### src/ccf_pkg.sv
package ccf_pkg;

  localparam int CH_W      = 3;
  localparam int TDC_W     = 15;
  localparam int WIN_W     = 8;
  localparam int MINH_W    = 4;
  localparam int CFG_W     = 8;
  localparam int CFG_IDX_W = 2;

  localparam logic [CFG_IDX_W-1:0] CFG_ENABLE   = 2'd0;
  localparam logic [CFG_IDX_W-1:0] CFG_WINDOW   = 2'd1;
  localparam logic [CFG_IDX_W-1:0] CFG_MIN_HITS = 2'd2;

  localparam logic [WIN_W-1:0]  WINDOW_RST = 8'd16;
  localparam logic [MINH_W-1:0] MINH_RST   = 4'd4;
  localparam logic [MINH_W-1:0] MINH_FLOOR = 4'd2;

  typedef enum logic [3:0] {
    ST_LOAD,
    ST_RK_LD,
    ST_RK_CUR,
    ST_RK_CMP,
    ST_SR_LO,
    ST_SR_HI,
    ST_SR_CMP,
    ST_EM_RD,
    ST_EM_WAIT
  } state_t;

endpackage

### src/ccf_hit_if.sv
interface ccf_hit_if;
  logic                       valid;
  logic                       ready;
  logic [ccf_pkg::CH_W-1:0]   channel;
  logic [ccf_pkg::TDC_W-1:0]  tdc_count;
  logic                       last;

  modport source (output valid, channel, tdc_count, last, input ready);
  modport sink   (input valid, channel, tdc_count, last, output ready);
endinterface

### src/ccf_res_if.sv
interface ccf_res_if;
  logic                     valid;
  logic                     ready;
  logic [ccf_pkg::CH_W-1:0] hit_channel;
  logic                     crosstalk;
  logic                     overflow;
  logic                     last_result;

  modport source (output valid, hit_channel, crosstalk, overflow, last_result, input ready);
  modport sink   (input valid, hit_channel, crosstalk, overflow, last_result, output ready);
endinterface

### src/asic_crosstalk_coincidence_filter.sv
// Crosstalk coincidence filter for the hits of one front-end ASIC.
//
// hit (valid/ready): one word per hit with channel, tdc_count and last.
//   Hits are taken one per cycle while the block is loading; up to MAX_HITS
//   are kept, later ones are dropped and flag overflow on the whole group.
// result (valid/ready): one word per kept hit, in load order, on the group's
//   close; last_result marks the final word of the group.
// cfg_we/cfg_index/cfg_data: register writes (0 enable, 1 window, 2 min hits).
//
// For a group of c kept hits, with filtering on, a ranking pass over the TDC
// store is followed by a window search over at most c*(c-1)/2 windows tried;
// both share one read address on the stores and one shared subtractor. Results
// then leave one by one, reading the channel and rank stores. hit.ready is low
// from the close of a group until its last result is registered.
// The output register decouples the sides: the next group loads while the
// final result waits; a stalled receiver holds results and stretches emission.
// Reset (synchronous) empties the group and restores register defaults.
module asic_crosstalk_coincidence_filter #(
  parameter int MAX_HITS = 8
) (
  input  logic                             clk,
  input  logic                             rst,
  ccf_hit_if.sink                          hit,
  ccf_res_if.source                        result,
  input  logic                             cfg_we,
  input  logic [ccf_pkg::CFG_IDX_W-1:0]    cfg_index,
  input  logic [ccf_pkg::CFG_W-1:0]        cfg_data
);

  localparam int IW   = $clog2(MAX_HITS);
  localparam int CW   = $clog2(MAX_HITS + 1);
  localparam int CMPW = (CW > ccf_pkg::MINH_W) ? CW : ccf_pkg::MINH_W;

  ccf_pkg::state_t state, state_next;

  logic                        enable;
  logic [ccf_pkg::WIN_W-1:0]   window;
  logic [ccf_pkg::MINH_W-1:0]  min_hits;
  logic [ccf_pkg::MINH_W-1:0]  minh;

  logic [CW-1:0]               cnt;
  logic                        dropped;
  logic [IW-1:0]               i;
  logic [CW-1:0]               j;
  logic                        pend;
  logic [IW-1:0]               pend_j;
  logic [IW-1:0]               acc;
  logic [IW-1:0]               acc_next;
  logic [ccf_pkg::TDC_W-1:0]   cur;
  logic [CW-1:0]               n;
  logic [IW-1:0]               k;
  logic [ccf_pkg::TDC_W-1:0]   lo;
  logic                        found;
  logic [IW-1:0]               win_lo;
  logic [IW-1:0]               win_hi;
  logic [IW-1:0]               e;

  logic                        ovalid;
  logic [ccf_pkg::CH_W-1:0]    o_channel;
  logic                        o_crosstalk;
  logic                        o_overflow;
  logic                        o_last;

  logic                        accept;
  logic                        full;
  logic [CW-1:0]               cnt_after;
  logic                        filter_go;
  logic                        hit_ready;
  logic [IW-1:0]               rd_addr;
  logic                        ld_we;
  logic                        rk_we;
  logic                        out_load;
  logic                        e_last;
  logic [CW-1:0]               k_ext;
  logic [CW-1:0]               hi_idx;
  logic                        k_fits;
  logic                        n_fits;

  logic [ccf_pkg::TDC_W-1:0]   tdc_rd;
  logic [ccf_pkg::TDC_W-1:0]   stdc_rd;
  logic [ccf_pkg::CH_W-1:0]    chan_rd;
  logic [IW-1:0]               rank_rd;

  logic [ccf_pkg::TDC_W-1:0]   alu_a;
  logic [ccf_pkg::TDC_W:0]     diff;
  logic                        less;
  logic                        in_win;
  logic                        mark;

  // stores
  ccf_ram #(.WIDTH(ccf_pkg::TDC_W), .DEPTH(MAX_HITS)) u_tdc_ram (
    .clk(clk), .we(ld_we), .waddr(cnt[IW-1:0]), .wdata(hit.tdc_count),
    .raddr(rd_addr), .rdata(tdc_rd)
  );

  ccf_ram #(.WIDTH(ccf_pkg::CH_W), .DEPTH(MAX_HITS)) u_chan_ram (
    .clk(clk), .we(ld_we), .waddr(cnt[IW-1:0]), .wdata(hit.channel),
    .raddr(rd_addr), .rdata(chan_rd)
  );

  // rank of each hit, by load index
  ccf_ram #(.WIDTH(IW), .DEPTH(MAX_HITS)) u_rank_ram (
    .clk(clk), .we(rk_we), .waddr(i), .wdata(acc_next),
    .raddr(rd_addr), .rdata(rank_rd)
  );

  // TDC counts in sorted order
  ccf_ram #(.WIDTH(ccf_pkg::TDC_W), .DEPTH(MAX_HITS)) u_stdc_ram (
    .clk(clk), .we(rk_we), .waddr(acc_next), .wdata(cur),
    .raddr(rd_addr), .rdata(stdc_rd)
  );

  assign accept    = hit.valid && hit_ready;
  assign full      = (cnt == CW'(MAX_HITS));
  assign cnt_after = full ? cnt : cnt + 1'b1;
  assign filter_go = enable && (CMPW'(cnt_after) >= CMPW'(min_hits));
  assign minh      = (min_hits < ccf_pkg::MINH_FLOOR) ? ccf_pkg::MINH_FLOOR : min_hits;
  assign e_last    = ((CW'(e) + 1'b1) == cnt);
  assign k_ext     = CW'(k);
  assign hi_idx    = k_ext + n - 1'b1;
  assign k_fits    = ((k_ext + n) < cnt);
  assign n_fits    = (CMPW'(n) > CMPW'(minh));

  // shared subtractor: rank compare and window span
  assign alu_a  = (state == ccf_pkg::ST_RK_CMP) ? tdc_rd : stdc_rd;
  assign diff   = {1'b0, alu_a} - {1'b0, (state == ccf_pkg::ST_RK_CMP) ? cur : lo};
  assign less   = diff[ccf_pkg::TDC_W] || ((diff == '0) && (pend_j < i));
  assign in_win = !diff[ccf_pkg::TDC_W] &&
                  (diff[ccf_pkg::TDC_W-1:0] <= ccf_pkg::TDC_W'(window));
  assign acc_next = acc + IW'(pend && less);

  assign mark = found && (rank_rd >= win_lo) && (rank_rd <= win_hi);

  always_comb begin
    hit_ready = 1'b0;
    rd_addr   = '0;
    ld_we     = 1'b0;
    rk_we     = 1'b0;
    out_load  = 1'b0;
    unique case (state)
      ccf_pkg::ST_LOAD: begin
        hit_ready = 1'b1;
        ld_we     = hit.valid && !full;
      end
      ccf_pkg::ST_RK_LD:  rd_addr = i;
      ccf_pkg::ST_RK_CUR: rd_addr = i;
      ccf_pkg::ST_RK_CMP: begin
        rd_addr = j[IW-1:0];
        rk_we   = pend && (j == cnt);
      end
      ccf_pkg::ST_SR_LO:  rd_addr = k;
      ccf_pkg::ST_SR_HI:  rd_addr = hi_idx[IW-1:0];
      ccf_pkg::ST_SR_CMP: rd_addr = hi_idx[IW-1:0];
      ccf_pkg::ST_EM_RD:  rd_addr = e;
      ccf_pkg::ST_EM_WAIT: begin
        rd_addr  = e;
        out_load = !ovalid || result.ready;
      end
      default: rd_addr = '0;
    endcase
  end

  always_comb begin
    state_next = state;
    unique case (state)
      ccf_pkg::ST_LOAD: begin
        if (accept && hit.last) begin
          state_next = filter_go ? ccf_pkg::ST_RK_LD : ccf_pkg::ST_EM_RD;
        end
      end
      ccf_pkg::ST_RK_LD:  state_next = ccf_pkg::ST_RK_CUR;
      ccf_pkg::ST_RK_CUR: state_next = ccf_pkg::ST_RK_CMP;
      ccf_pkg::ST_RK_CMP: begin
        if (rk_we) begin
          if ((CW'(i) + 1'b1) != cnt) begin
            state_next = ccf_pkg::ST_RK_LD;
          end else if (CMPW'(cnt) >= CMPW'(minh)) begin
            state_next = ccf_pkg::ST_SR_LO;
          end else begin
            state_next = ccf_pkg::ST_EM_RD;
          end
        end
      end
      ccf_pkg::ST_SR_LO: state_next = ccf_pkg::ST_SR_HI;
      ccf_pkg::ST_SR_HI: state_next = ccf_pkg::ST_SR_CMP;
      ccf_pkg::ST_SR_CMP: begin
        if (in_win) begin
          state_next = ccf_pkg::ST_EM_RD;
        end else if (k_fits || n_fits) begin
          state_next = ccf_pkg::ST_SR_LO;
        end else begin
          state_next = ccf_pkg::ST_EM_RD;
        end
      end
      ccf_pkg::ST_EM_RD: state_next = ccf_pkg::ST_EM_WAIT;
      ccf_pkg::ST_EM_WAIT: begin
        if (out_load) begin
          state_next = e_last ? ccf_pkg::ST_LOAD : ccf_pkg::ST_EM_RD;
        end
      end
      default: state_next = ccf_pkg::ST_LOAD;
    endcase
  end

  always_ff @(posedge clk) begin
    if (rst) begin
      state    <= ccf_pkg::ST_LOAD;
      enable   <= 1'b0;
      window   <= ccf_pkg::WINDOW_RST;
      min_hits <= ccf_pkg::MINH_RST;
      cnt      <= '0;
      dropped  <= 1'b0;
      found    <= 1'b0;
      ovalid   <= 1'b0;
      i        <= '0;
      j        <= '0;
      pend     <= 1'b0;
      acc      <= '0;
      e        <= '0;
    end else begin
      state <= state_next;

      if (cfg_we) begin
        case (cfg_index)
          ccf_pkg::CFG_ENABLE:   enable   <= cfg_data[0];
          ccf_pkg::CFG_WINDOW:   window   <= cfg_data[ccf_pkg::WIN_W-1:0];
          ccf_pkg::CFG_MIN_HITS: min_hits <= cfg_data[ccf_pkg::MINH_W-1:0];
          default: ;
        endcase
      end

      if (out_load) begin
        ovalid <= 1'b1;
      end else if (result.ready) begin
        ovalid <= 1'b0;
      end

      unique case (state)
        ccf_pkg::ST_LOAD: begin
          if (accept) begin
            cnt <= cnt_after;
            if (full) begin
              dropped <= 1'b1;
            end
            i <= '0;
          end
        end
        ccf_pkg::ST_RK_LD: ;
        ccf_pkg::ST_RK_CUR: begin
          cur  <= tdc_rd;
          j    <= '0;
          pend <= 1'b0;
          acc  <= '0;
        end
        ccf_pkg::ST_RK_CMP: begin
          pend   <= (j < cnt);
          pend_j <= j[IW-1:0];
          acc    <= acc_next;
          if (j < cnt) begin
            j <= j + 1'b1;
          end
          if (rk_we) begin
            i <= i + 1'b1;
            n <= cnt;
            k <= '0;
          end
        end
        ccf_pkg::ST_SR_LO: ;
        ccf_pkg::ST_SR_HI: lo <= stdc_rd;
        ccf_pkg::ST_SR_CMP: begin
          if (in_win) begin
            found  <= 1'b1;
            win_lo <= k;
            win_hi <= hi_idx[IW-1:0];
          end else if (k_fits) begin
            k <= k + 1'b1;
          end else begin
            n <= n - 1'b1;
            k <= '0;
          end
        end
        ccf_pkg::ST_EM_RD: ;
        ccf_pkg::ST_EM_WAIT: begin
          if (out_load) begin
            o_channel   <= chan_rd;
            o_crosstalk <= mark;
            o_overflow  <= dropped;
            o_last      <= e_last;
            if (e_last) begin
              cnt     <= '0;
              dropped <= 1'b0;
              found   <= 1'b0;
              e       <= '0;
            end else begin
              e <= e + 1'b1;
            end
          end
        end
        default: ;
      endcase
    end
  end

  assign hit.ready          = hit_ready;
  assign result.valid       = ovalid;
  assign result.hit_channel = o_channel;
  assign result.crosstalk   = o_crosstalk;
  assign result.overflow    = o_overflow;
  assign result.last_result = o_last;

  a_cnt_bound: assert property (@(posedge clk) disable iff (rst)
    cnt <= CW'(MAX_HITS))
    else $error("hit count beyond store depth");

  a_emit_nonempty: assert property (@(posedge clk) disable iff (rst)
    (state == ccf_pkg::ST_EM_RD) |-> (cnt != '0))
    else $error("emission with empty group");

  a_window_order: assert property (@(posedge clk) disable iff (rst)
    found |-> (win_hi > win_lo) && (CW'(win_hi) < cnt))
    else $error("found window malformed");

  a_rank_range: assert property (@(posedge clk) disable iff (rst)
    rk_we |-> (CW'(acc_next) < cnt))
    else $error("rank outside group");

  a_group_close: assert property (@(posedge clk) disable iff (rst)
    (out_load && e_last) |=> (state == ccf_pkg::ST_LOAD) && (cnt == '0) && !found)
    else $error("group not cleared after last result");

endmodule

### src/ccf_ram.sv
module ccf_ram #(
  parameter int WIDTH = 8,
  parameter int DEPTH = 8
) (
  input  logic                     clk,
  input  logic                     we,
  input  logic [$clog2(DEPTH)-1:0] waddr,
  input  logic [WIDTH-1:0]         wdata,
  input  logic [$clog2(DEPTH)-1:0] raddr,
  output logic [WIDTH-1:0]         rdata
);

  logic [WIDTH-1:0] mem [DEPTH];

  always_ff @(posedge clk) begin
    if (we) begin
      mem[waddr] <= wdata;
    end
    rdata <= mem[raddr];
  end

endmodule

### src/flat_wrapper.sv
// flat-port wrapper written by rule: the top's interface ports become plain ports
module asic_crosstalk_coincidence_filter_flat 
#(
  parameter int MAX_HITS = 8
)
  (clk, rst, cfg_we, cfg_index, cfg_data, hit_valid, hit_channel, hit_tdc_count, hit_last, hit_ready, result_valid, result_hit_channel, result_crosstalk, result_overflow, result_last_result, result_ready);
  ccf_hit_if hit_i ();
  ccf_res_if result_i ();
  input  logic clk;
  input  logic rst;
  input  logic cfg_we;
  input  logic [ccf_pkg::CFG_IDX_W-1:0] cfg_index;
  input  logic [ccf_pkg::CFG_W-1:0] cfg_data;
  input wire logic [$bits(hit_i.valid)-1:0] hit_valid;
  input wire logic [$bits(hit_i.channel)-1:0] hit_channel;
  input wire logic [$bits(hit_i.tdc_count)-1:0] hit_tdc_count;
  input wire logic [$bits(hit_i.last)-1:0] hit_last;
  output wire logic [$bits(hit_i.ready)-1:0] hit_ready;
  output wire logic [$bits(result_i.valid)-1:0] result_valid;
  output wire logic [$bits(result_i.hit_channel)-1:0] result_hit_channel;
  output wire logic [$bits(result_i.crosstalk)-1:0] result_crosstalk;
  output wire logic [$bits(result_i.overflow)-1:0] result_overflow;
  output wire logic [$bits(result_i.last_result)-1:0] result_last_result;
  input wire logic [$bits(result_i.ready)-1:0] result_ready;
  assign hit_i.valid = hit_valid;
  assign hit_i.channel = hit_channel;
  assign hit_i.tdc_count = hit_tdc_count;
  assign hit_i.last = hit_last;
  assign hit_ready = hit_i.ready;
  assign result_valid = result_i.valid;
  assign result_hit_channel = result_i.hit_channel;
  assign result_crosstalk = result_i.crosstalk;
  assign result_overflow = result_i.overflow;
  assign result_last_result = result_i.last_result;
  assign result_i.ready = result_ready;
  asic_crosstalk_coincidence_filter #(.MAX_HITS(MAX_HITS)) u_core (.clk(clk), .rst(rst), .hit(hit_i), .result(result_i), .cfg_we(cfg_we), .cfg_index(cfg_index), .cfg_data(cfg_data));
endmodule
### config.mk
export PLATFORM = sky130hd
export DESIGN_NAME = asic_crosstalk_coincidence_filter_flat
export DESIGN_NICKNAME = d
export VERILOG_FILES = /design/src/ccf_pkg.sv /design/src/ccf_hit_if.sv /design/src/ccf_res_if.sv /design/src/asic_crosstalk_coincidence_filter.sv /design/src/ccf_ram.sv /design/src/flat_wrapper.sv
export SDC_FILE = /design/constraint.sdc
export NUM_CORES = 1
export LEC_CHECK = 0
export ABC_AREA = 1
export BUFFER_PORTS_ARGS = -buffer_cell sky130_fd_sc_hd__buf_2
export CAP_MARGIN = 10
export CELL_PAD_IN_SITES_DETAIL_PLACEMENT = 1
export CELL_PAD_IN_SITES_GLOBAL_PLACEMENT = 1
export CORE_UTILIZATION = 35
export DETAILED_ROUTE_END_ITERATION = 7
export PLACE_DENSITY = 0.69
export SKIP_LAST_GASP = 1
export SLEW_MARGIN = 15
export SYNTH_ARGS = -nofsm -noshare
export SYNTH_HDL_FRONTEND = slang
export SYNTH_SLANG_ARGS = --single-unit
export TNS_END_PERCENT = 1
### constraint.sdc
create_clock -name clk -period 6.64 [get_ports clk]
set_clock_uncertainty 0.15 [all_clocks]
set_input_delay 1.66 -clock clk [delete_from_list [all_inputs] [get_ports clk]]
set_output_delay 1.66 -clock clk [all_outputs]
set_load 0.02 [all_outputs]
; ---- Yosys cells after proc, flatten, opt, wreduce, memory -nomap -nowiden
; Memory sizes are Yosys's and may differ from the RTL's. A register that Yosys moved wholly into a read port is not among the register bits.
; Index checks and enable logic that the tools add are counted.
[word_totals]
ramBits = 288
reg_bits = 90
inputBits = 34
output_inout_bits = 8
mem_count = 4
elab_cells = 172
[memory_table]
columns = name, words, word_bits, read_ports, rd_clocked_by_memory_dff, wr, line
row1 = u_core.u_stdc_ram.mem, 8, 15, 1, 1, 1, ccf_ram.sv:13  ; logic [WIDTH-1:0] mem [DEPTH];
row2 = u_core.u_tdc_ram.mem, 8, 15, 1, 1, 1, ccf_ram.sv:13
row3 = u_core.u_chan_ram.mem, 8, 3, 1, 1, 1, ccf_ram.sv:13
row4 = u_core.u_rank_ram.mem, 8, 3, 1, 1, 1, ccf_ram.sv:13
[op_classes]
n_reduce_logical = 45
bitwise_logic = 1
n_addsub = 12
eq_ne = 24
magnitude_cmp = 10
n_mux = 52
[ops]
columns = operator, n
row1 = 4-bit 2-to-1 mux, 14
row2 = 4-bit case mux with 9 select lines, 1
row3 = 15-bit 2-to-1 mux, 2
row4 = 3-bit 2-to-1 mux, 8
row5 = 4-bit case mux with 2 select lines, 3
row6 = 3-bit case mux with 2 select lines, 3
row7 = 4-bit by 3-bit equality test with 1-bit output (second input constant), 4
row8 = 16-bit logical NOT, 1
row9 = 2-bit AND reduction, 8
row10 = 15-bit by 15-bit subtractor with 16-bit output, 1
row11 = 15-bit by 8-bit less-or-equal comparator with 1-bit output, 1
row12 = 1-bit 2-to-1 mux, 15
row13 = 3-bit case mux with 5 select lines, 1
row14 = 2-bit by 1-bit inequality test with 1-bit output (second input constant), 7
row15 = 3-bit AND reduction, 4
row16 = 4-bit AND reduction, 3
row17 = 2-bit nonzero test, 6
row18 = 1-bit logical AND, 10
row19 = 5-bit AND reduction, 2
row20 = 3-bit by 1-bit adder with 3-bit output (second input constant), 3
row21 = 3-bit by 1-bit adder with 4-bit output (second input constant), 2
row22 = 4-bit by 1-bit adder with 4-bit output (second input constant), 2
row23 = 4-bit by 2-bit equality test with 1-bit output (second input constant), 2
row24 = 4-bit equality test, 2
row25 = 25 further kinds, 39

; ---- Longest topological paths before layout
[logic_depth]
depth_word = 9
depth_mapped = 29
ltp_nobuf = 27

; ---- By module
; A second synthesis with hierarchy kept.
[hier_totals]
hier_cells = 2091
area_unflattened_um2 = 19557.5
[modules_own_cells]
columns = mod, cells_each, n_inst, area_per_inst_um2, seq_area_each_um2
row1 = ccf_ram (u_core.u_stdc_ram ...), 552, 2, 5616.6, 3903.7
row2 = asic_crosstalk_coincidence_filter, 739, 1, 5969.5, 2322.2
row3 = ccf_ram (u_core.u_chan_ram ...), 124, 2, 1177.4, 780.7

; ---- Worst setup path before layout
; OpenSTA, ideal clock, no wires.
[synth_path]
path_kind = reg2reg
from = register u_core.state[2]
to = memory u_core.u_stdc_ram.mem[4][0] (netlist bit) (enable)
stages_incl_launch_ff = 24
synth_period_minus_slack_ps = 4893
setup_slack_ps = 1747
arrival_ps = 4357
n_path_buf = 2
cell_sequence = dfxtp_1 -> nor2_1 -> nand2_1 -> buf_2 -> clkinv_1 -> clkbuf_1 -> nand2_1 -> nand2_1 -> ha_1 -> inv_1 -> fa_1 -> nand3_1 -> nand3_1 -> xor2_1 -> or3_1 -> nor4_1 -> nand2_1 -> a21boi_0 -> ha_1 -> ha_1 -> xnor2_1 -> inv_1 -> nand2_1 -> nor2_1
[synth_via]
elab_chain_len = 8
word_cells_on_any_way = 12
[synth_rtl]
columns = item, line
row1 = start: declaration, asic_crosstalk_coincidence_filter.sv:34  ; ccf_pkg::state_t state, state_next;
row2 = start signal: assignment, asic_crosstalk_coincidence_filter.sv:207  ; state <= ccf_pkg::ST_LOAD;
row3 = start signal: assignment, asic_crosstalk_coincidence_filter.sv:221  ; state <= state_next;
row4 = 4-bit by 2-bit equality test with 1-bit output (*), "asic_crosstalk_coincidence_filter.sv:125, asic_crosstalk_coincidence_filter.sv:126"
row5 = "15-bit 2-to-1 mux, on equally long branches", "asic_crosstalk_coincidence_filter.sv:125, asic_crosstalk_coincidence_filter.sv:126"
row6 = 15-bit by 15-bit subtractor with 16-bit output (*), asic_crosstalk_coincidence_filter.sv:126  ; assign diff = {1'b0, alu_a} - {1'b0, (state == ccf_pkg::ST_RK_CMP) ? cur : lo};
row7 = 16-bit logical NOT, asic_crosstalk_coincidence_filter.sv:127  ; assign less = diff[ccf_pkg::TDC_W] || ((diff == '0) && (pend_j < i));
row8 = 1-bit logical AND, asic_crosstalk_coincidence_filter.sv:127
row9 = 1-bit logical OR (*), asic_crosstalk_coincidence_filter.sv:127
row10 = 1-bit logical AND (*), asic_crosstalk_coincidence_filter.sv:130  ; assign acc_next = acc + IW'(pend && less);
row11 = 3-bit by 1-bit adder with 3-bit output (*), asic_crosstalk_coincidence_filter.sv:130
row12 = named net u_core.acc_next[2], asic_crosstalk_coincidence_filter.sv:48  ; logic [IW-1:0] acc_next;
row13 = end: declaration, ccf_ram.sv:13
; The timed path passes the listed nets; every way through them passes the cells marked *.

; ---- Final worst setup path
[layout_path]
from = register u_core.state[0]
to = memory u_core.u_stdc_ram.mem[7][8] (netlist bit) (enable)
; The elaborated chain is that of the path after synthesis.

==> flow_summary_export.csv <==
group,metric,value,unit
run_status,outcome,"finished, final reports clean",
detailed_routing,wl,46400,um
critical_path,worstSetupPathType,"reg -> reg",
global_route,grt_pass1_vias,13000,
job,drv_cap,0,
detailed_routing,dr_wl_met3,1520,um
synth,async_reset_ff_share,0,%
detailed_routing,dr_wl_met2,23800,um
cells_and_area,fin_area,20700,sq um
synth,syn_area_per_cell,11.7,sq um
synth,synth_nets,1660,
synth,seq_area_frac_synth,64.1,%
global_route,antenna_found_initial,1,
timing,report.final.slew_viol_count,0,
timing,fin_ws,1.23,ns
synth,synth_edf_count,340,
synth,syn_inst,1561,
clock_tree,holdBufCountCts,0,
clock_tree,ctsHtreeMaxLevel,2,
synth,ys.flop_type,"edfxtp_1",
detailed_routing,highest_layer,"met5",
clock_tree,clkTransAtPathRegs,0.06,ns
timing,tns,0,ns
place,post-place-ws,1.21,ns
power,cellLeakagePower,7.74,nW
cells_and_area,nNetsFinal,1710,
clock_tree,clk_latency,0.59,ns
detailed_routing,drc,0,
detailed_routing,final_antenna_net_count,0,
die,die_w,230,um
power,ir_drop,0.000215,V
critical_path,crit_arrival,5.52,ns
die,rows,83,
clock_tree,post_cts_resized,0,
clock_tree,root_buffer,"clkbuf_16",
cells_and_area,diodes,0,
detailed_routing,avgRoutedWirePerCell,20.0,um
clock_tree,post_cts_buffers,0,
place,dp_hpwl,30500,um
critical_path,worst_setup_path_end_kind,"register",
place,post_dp_cell_area,19200,sq um
cells_and_area,fin_cells,2326,
power,power_density,400,nW/um^2
die,initial_core_util,35.5,%
clock_tree,cts_buffers,44,
timing,setup_viol,0,
place,port_buffers,41,
clock_tree,cts_tree,"built",
place,dp_cells,2245,
timing,relSlewSlack,35.9,%
detailed_routing,via_per_inst,5.11,
clock_tree,clkSinkCount,414,
synth,yosysUniqueCellTypes,55,
synth,ys_ff_latch,414,
critical_path,cp_max_fo,38,
die,die_area,53000,sq um
die,die_h,230,um
timing,hold_viol,0,
critical_path,crit_required,6.75,ns
timing,fmax,185,MHz
global_route,grt_start_max_net_pins,84,
timing,final.min_clock_period,5.41,ns
timing,worstMarginPinSlew,0.961,ns
detailed_routing,route.vias.total,11900,
die,io_pins,42,
global_route,grt.total_usage,17.9,%
cells_and_area,syn_to_final_growth,13.3,%
critical_path,start_kind,"register",
detailed_routing,m1WireLength,19800,um
timing,period_share,81.5,%
place,gp_congestion,0.837,
synth,syn_area,18200,sq um
detailed_routing,drtIter0Drc,585,
die,core,51400,sq um
detailed_routing,drt_first_pass_iters,4,
global_route,grt_pass1_wl,73000,um
timing,rsz0062_at_grt,"no",
clock_tree,cts_buffer_depth,3,
cells_and_area,drive_above_1_share,15.0,%
synth,synth_warnings,0,
global_route,overflow,0,
worst_hold_path,hold_class,"reg -> reg",
## Yosys cell counts (all sizes together), types with 14 or more instances
cell type  instances  area, sq um
mux2i             15          150
a21oi             49          249
buf               43          265
a31oi             38          238
nand3             36          198
ha                63          788
o21ai             66          342
or2              109          682
xor2              14          123
nand2            236          888
clkbuf            22         88.8
nor2             111          422
edfxtp           340        10200
o21a              39          293
o211ai           113          863
dfxtp             74         1480
nor3              23          126
inv              120          453
## critical path, stage by stage (launching register included)
cell	delay (ns)
dfxtp_1	0.34
nand2_1	0.16
inv_1	0.07
nand2_2	0.06
buf_4	0.43
mux2i_1	0.27
ha_1	0.17
inv_1	0.07
fa_1	0.42
nand3_1	0.11
nand3_1	0.14
xor2_1	0.19
or3_1	0.39
nor4_1	0.26
nand2_1	0.11
a21boi_0	0.38
ha_1	0.25
ha_1	0.16
xnor2_1	0.12
inv_1	0.26
nand2_1	0.13
nor2_1	0.15
buf_4	0.26
## per-layer routing
layer	global-route usage, %	vias to the layer above
li1	-	5676
met1	21.3	5964
met2	32.4	176
met3	2.55	74
met4	6.64	2
met5	0	-
## sequential cells by signal, indices dropped and copies added, names as in the netlist, 4 cells and up
| name | cells |
|---|---|
| u_core.u_stdc_ram.mem | 120 |
| u_core.u_tdc_ram.mem | 120 |
| u_core.u_chan_ram.mem | 24 |
| u_core.u_rank_ram.mem | 24 |
| u_core.cur | 15 |
| u_core.lo | 15 |
| u_core.u_stdc_ram.rdata | 15 |
| u_core.u_tdc_ram.rdata | 15 |
| u_core.window | 8 |
| u_core.cnt | 4 |
| u_core.j | 4 |
| u_core.min_hits | 4 |
| u_core.n | 4 |
| u_core.state | 4 |
## cells in the final DEF (no fill, tap or decap), types with 44 or more instances in the layout
cell type    n
ha_1        63
a21oi_1     48
or2_2       85
nand2_1    234
nor2_1     103
clkbuf_16   44
o211ai_1   110
edfxtp_1   340
dfxtp_1     74
o21ai_0     54
inv_1      115
## per-stage QoR
| stage | hold slack [ns] | util (%) | power [mW] |
|---|---|---|---|
| 5_1_grt | 0.267 | 40.2 | 8.75 |
| 6_report | 0.255 | 40.2 | 8.28 |
| 2_1_floorplan | 0.236 | - | 5.02 |
| 3_3_place_gp | 0.240 | 37.3 | 5.70 |
| 3_5_place_dp | 0.244 | 37.3 | 5.81 |
| 4_1_cts | 0.255 | 40.2 | 8.37 |
## final cells by class
type	count	area, sq um
fillers	5512	30700
flip-flops and latches	414	11700
multi-input cells	958	5760
clock buffers	56	1190
well taps	680	851
inverters	124	469
repair buffers	69	415
clock inverters	25	302
## path summary, 6_finish.rpt
check | from | endpoint | slack (ns) | cells after the start
hold / removal | u_core.u_chan_ram.rdata[1]$_DFF_P_ | u_core.result.hit_channel[1]$_DFFE_PP_ | 0.25 | 0
hold reg to reg | u_core.u_chan_ram.rdata[1]$_DFF_P_ | u_core.result.hit_channel[1]$_DFFE_PP_ | 0.25 | 0
setup / recovery | u_core.state[0]$_SDFFE_PP0P_ | u_core.u_stdc_ram.mem[7][8]$_DFFE_PP_ | 1.23 | 22
setup reg to reg | u_core.state[0]$_SDFFE_PP0P_ | u_core.u_stdc_ram.mem[7][8]$_DFFE_PP_ | 1.23 | 22
## power by group
part	total, mW	internal (mW)	switching (mW)
Sequential	3.37	3.13	0.236
Combinational	2.38	0.814	1.56
Clock	2.53	1.50	1.03
## logic make-up after synthesis
kind of cell | Yosys count | share of synthesized area (%)
AO/OA/AOI/OAI | 323 | 11.7
buffers and inverters | 189 | 4.51
flip-flops | 414 | 64.1
XOR/XNOR | 19 | 0.912
adder cells (fa/ha/maj) | 65 | 4.54
AND/OR/NAND/NOR | 536 | 13.5
multiplexers | 15 | 0.823
Note: power is estimated with default switching activity, not from simulation.
